$ cat src/sv/rspd_ram.sv
`default_nettype none

module rspd_ram #(
    parameter int WIDTH = 9,
    parameter int DEPTH = 256,
    localparam int AW   = (DEPTH > 1) ? $clog2(DEPTH) : 1
) (
    input  wire logic             clk,
    input  wire logic             we,
    input  wire logic [AW-1:0]    waddr,
    input  wire logic [WIDTH-1:0] wdata,
    input  wire logic             re,
    input  wire logic [AW-1:0]    raddr,
    output logic      [WIDTH-1:0] rdata
);

    logic [WIDTH-1:0] mem_reg [DEPTH];
    logic [WIDTH-1:0] rdata_reg;

    always_ff @(posedge clk)
    begin
        if (we)
        begin
            mem_reg[waddr] <= wdata;
        end
        if (re)
        begin
            rdata_reg <= mem_reg[raddr];
        end
    end

    assign rdata = rdata_reg;

endmodule

`default_nettype wire

$ cat config.mk
export PLATFORM = sky130hd
export DESIGN_NAME = rspd_ram
export DESIGN_NICKNAME = d
export VERILOG_FILES = /design/src/sv/rspd_ram.sv
export SDC_FILE = /design/constraint.sdc
export NUM_CORES = 2
export LEC_CHECK = 0
export ABC_CLOCK_PERIOD_IN_PS = 5150
export BUFFER_PORTS_ARGS = -buffer_cell sky130_fd_sc_hd__buf_2
export CAP_MARGIN = 20
export CORE_MARGIN = 4
export CORE_UTILIZATION = 60
export DETAILED_ROUTE_END_ITERATION = 10
export PLACE_DENSITY = 0.75
export SETUP_SLACK_MARGIN = 0.3
export SYNTH_ARGS = -nofsm -noshare
export SYNTH_HDL_FRONTEND = slang
export SYNTH_SLANG_ARGS = --single-unit
$ cat constraint.sdc
create_clock -name clk -period 5.15 [get_ports clk]
set_input_delay 0.2575 -clock clk [delete_from_list [all_inputs] [get_ports clk]]
set_output_delay 0.2575 -clock clk [all_outputs]
set_load 0.03 [all_outputs]
==> reports/metrics.yaml <==
status:
  status: "finished clean"
die:
  die_area_mm2: 0.155
  ioPinCount: 37
  rows: 141
  start_util_pct: 60.4
  die_y_um: 394
  die_width_um: 394
  core_area_mm2: 0.148
hold_path:
  worstHoldPathCells: 1
  min_path_type: "in2reg"
sta:
  finalHoldViolCount: 0
  slew_headroom_pct: 21.1
  post-route-period-util_pct: 65.6
  skew_ns: 0.0430
  final.min_clock_period_ns: 3.38
  timing.setup.tns_ns: 0
  rsz0062_at_grt: "false"
  layout_setup_ws_ns: 1.77
  max_clock_freq_ghz: 0.296
  setup_viol: 0
  worstMarginPinSlew_ns: 1.18
  final_max_slew_viol_count: 0
logic_synthesis:
  synth_area_leaders: "edfxtp_1, mux4_2, mux2i_1, a22oi_1, nor2_1"
  async_flop_share_pct: 0
  ys_seq_area_share_pct: 77.7
  synth_top_area_share_pct: 77.7
  synth-seq-cells: 2313
  yosysTopAreaCell: "edfxtp_1"
  synth.distinct_cells: 56
  yosysWarnings: 0
  syn_area_mm2: 0.0894
  synth_edf_count: 2313
  syn-instance-count: 4237
  synth_area_per_cell_um2: 21.1
  synth_nets: 4265
  synth-main-ff-cell: "edfxtp_1"
critical_path:
  max_stage_delay_ns: 0.83
  endpoint: "rdata[1]"
  crit_start: "raddr[3]"
  cp_max_fo: 22
  rr_startpoint: "mem_reg[211][0]"
  crit_path_top_delay_cell: "nor4_1"
  r2r_setup_slack_ns: 2.20
  startpoint_type: "input pin"
  worstSetupEndpointType: "flip-flop"
  crit_arrival_ns: 3.94
  critical_path_class: "in2reg"
  cp.required_ns: 5.71
  reg2reg_to: "rdata[0]"
  rr_worst_depth: 6
  path_cells: "buf_2, buf_4, nand3b_1, buf_4, o22ai_1, nor3_1, a21oi_1, nor4_1, nor4_1"
layout:
  nets: 4413
  drive_above_1_share_pct: 21.1
  multiInputGateArea_mm2: 0.0184
  area_growth_pct: 10.4
  seq_area_mm2: 0.0695
  final_util_pct: 66.7
  layout_common_cells: "edfxtp_1, mux4_2, nor2_1"
  largest_reg_flops: 2304
  mostFrequentLayoutCell: "edfxtp_1"
  filler_cell_count: 9018
power:
  p_leak_nw: 30.6
  power_frac_seq_pct: 55.0
  clockPowerShare_pct: 40.0
  p_per_area_mw_per_mm2: 383
  power_mw: 37.8
  p_int_mw: 29.7
  comb_power_share_pct: 5.0
  irDropWorstVdd_mv: 0.363
  switching_power_mw: 8.12
  switching_share_pct: 21.5
clock_network:
  clock_latency_ns: 0.86
  cts_inserted_buffers: 218
  ctsResizeCount: 0
  cts-root-buf: "clkbuf_16"
  cts_sinks: 2313
  h-tree-depth: 4
  clkSlewWorstSetupHoldPaths_ns: 0.06
  clock_path_buffers: 3
  cts_tree: "done"
placed_design:
  hpwlAfterDp_um: 129000
  io_buffer_count: 36
  dpl_worst_slack_ns: 0.924
  finalWeightedCongestion: 0.854
route:
  route.vias.total: 45000
  dr.first_iter.drc_count: 6909
  ant_nets: 0
  dr.pass1.iters: 7
  vias_per_cell: 6.93
  wirelength_um: 219000
  wl_per_cell_um: 33.7
  drc: 0
global_route:
  grt_pass1_vias: 44600
  grt_util_all_layers_pct: 28.4
  antenna_found_initial: 16
  grt_max_degree: 218
  grt_pass1_wl_um: 317000
  grt-ovfl-total: 0
run:
  cap_viol_max_count: 0
## per-layer routing
metal	wire, µm	up-vias	GRT usage, %
met1	80500	23400	40.7
met3	27500	453	7.69
met2	103000	3131	43.0
met5	119	-	0
li1	-	18100	-
met4	7880	18	9.98
## power by group through the flow
stage | logic, mW | clock network (mW) | registers [mW]
detailed placement | 1.84 | 0 | 21.2
global placement | 1.80 | 0 | 21.2
global route | 1.95 | 16.1 | 20.8
floorplan | 0.985 | 0 | 21.2
finish | 1.87 | 15.1 | 20.8
CTS | 1.85 | 15.2 | 20.8
## worst min-delay path by stage
| stage | start | slack [ns] | endpoint |
|---|---|---|---|
| floorplan | wdata[0] | 0.36 | mem_reg[0][0] |
| finish | wdata[4] | 0.07 | mem_reg[4][4] |
| global placement | wdata[0] | 0.73 | mem_reg[18][0] |
| CTS | wdata[4] | 0.06 | mem_reg[4][4] |
| global route | wdata[4] | 0.1 | mem_reg[4][4] |
| detailed placement | wdata[0] | 0.75 | mem_reg[17][0] |
## repair_timing
item | CTS | global route
hold buffers | 7 | 0
setup endpoints to repair | 0 | 0
buffers inserted | 0 | 0
hold endpoints to repair | 277 | 0
## cells by family (layout without fill, tap and decap cells)
family,count (synthesis),count (layout),share of synthesized area [%]
DFF,2313,2313,77.7
muxes,674,674,14.3
and+or+nand+nor,500,500,2.50
AOI/OAI and AO/OA,489,489,3.75
buffers and inverters,261,582,1.75
other,0,10,0
## critical path: cells and delay by family
kind | cells | cell delay, ns
AOI/OAI and AO/OA | 2 | 0.32
buffers and inverters | 3 | 1.50
and+or+nand+nor | 4 | 1.81
## metrics by stage
step	hold WS [ns]	std cells	cell area, µm²
after floorplan	0.356	4237	89400
after global placement	0.735	6080	91800
after detailed placement	0.750	6084	91800
after CTS	0.0567	6484	98600
after global routing	0.0992	6489	98600
final	0.0740	6498	98700
## synth_stat cells, types with 26 or more instances
library cell and instances:
a211oi_1 26, a21oi_1 98, a22oi_1 174, buf_2 54, buf_4 28, buf_6 26
clkbuf_1 120, edfxtp_1 2313, mux2i_1 177, mux4_2 467, nand2_1 40, nand3_1 31
nor2_1 305, nor2b_1 28, nor4_1 27, o21ai_0 31, o221ai_1 35, o22ai_1 65
## layout make-up
cell class,count,area share (%)
timing repair buffer,187,1.70
multi-input combinational,1663,18.7
sequential,2313,70.4
clock inverter,125,1.04
clock buffer,268,5.72
antenna,10,0.0254
inverter,2,0.00761
tap,1930,2.45
Note: power is estimated with default switching activity, not from simulation.
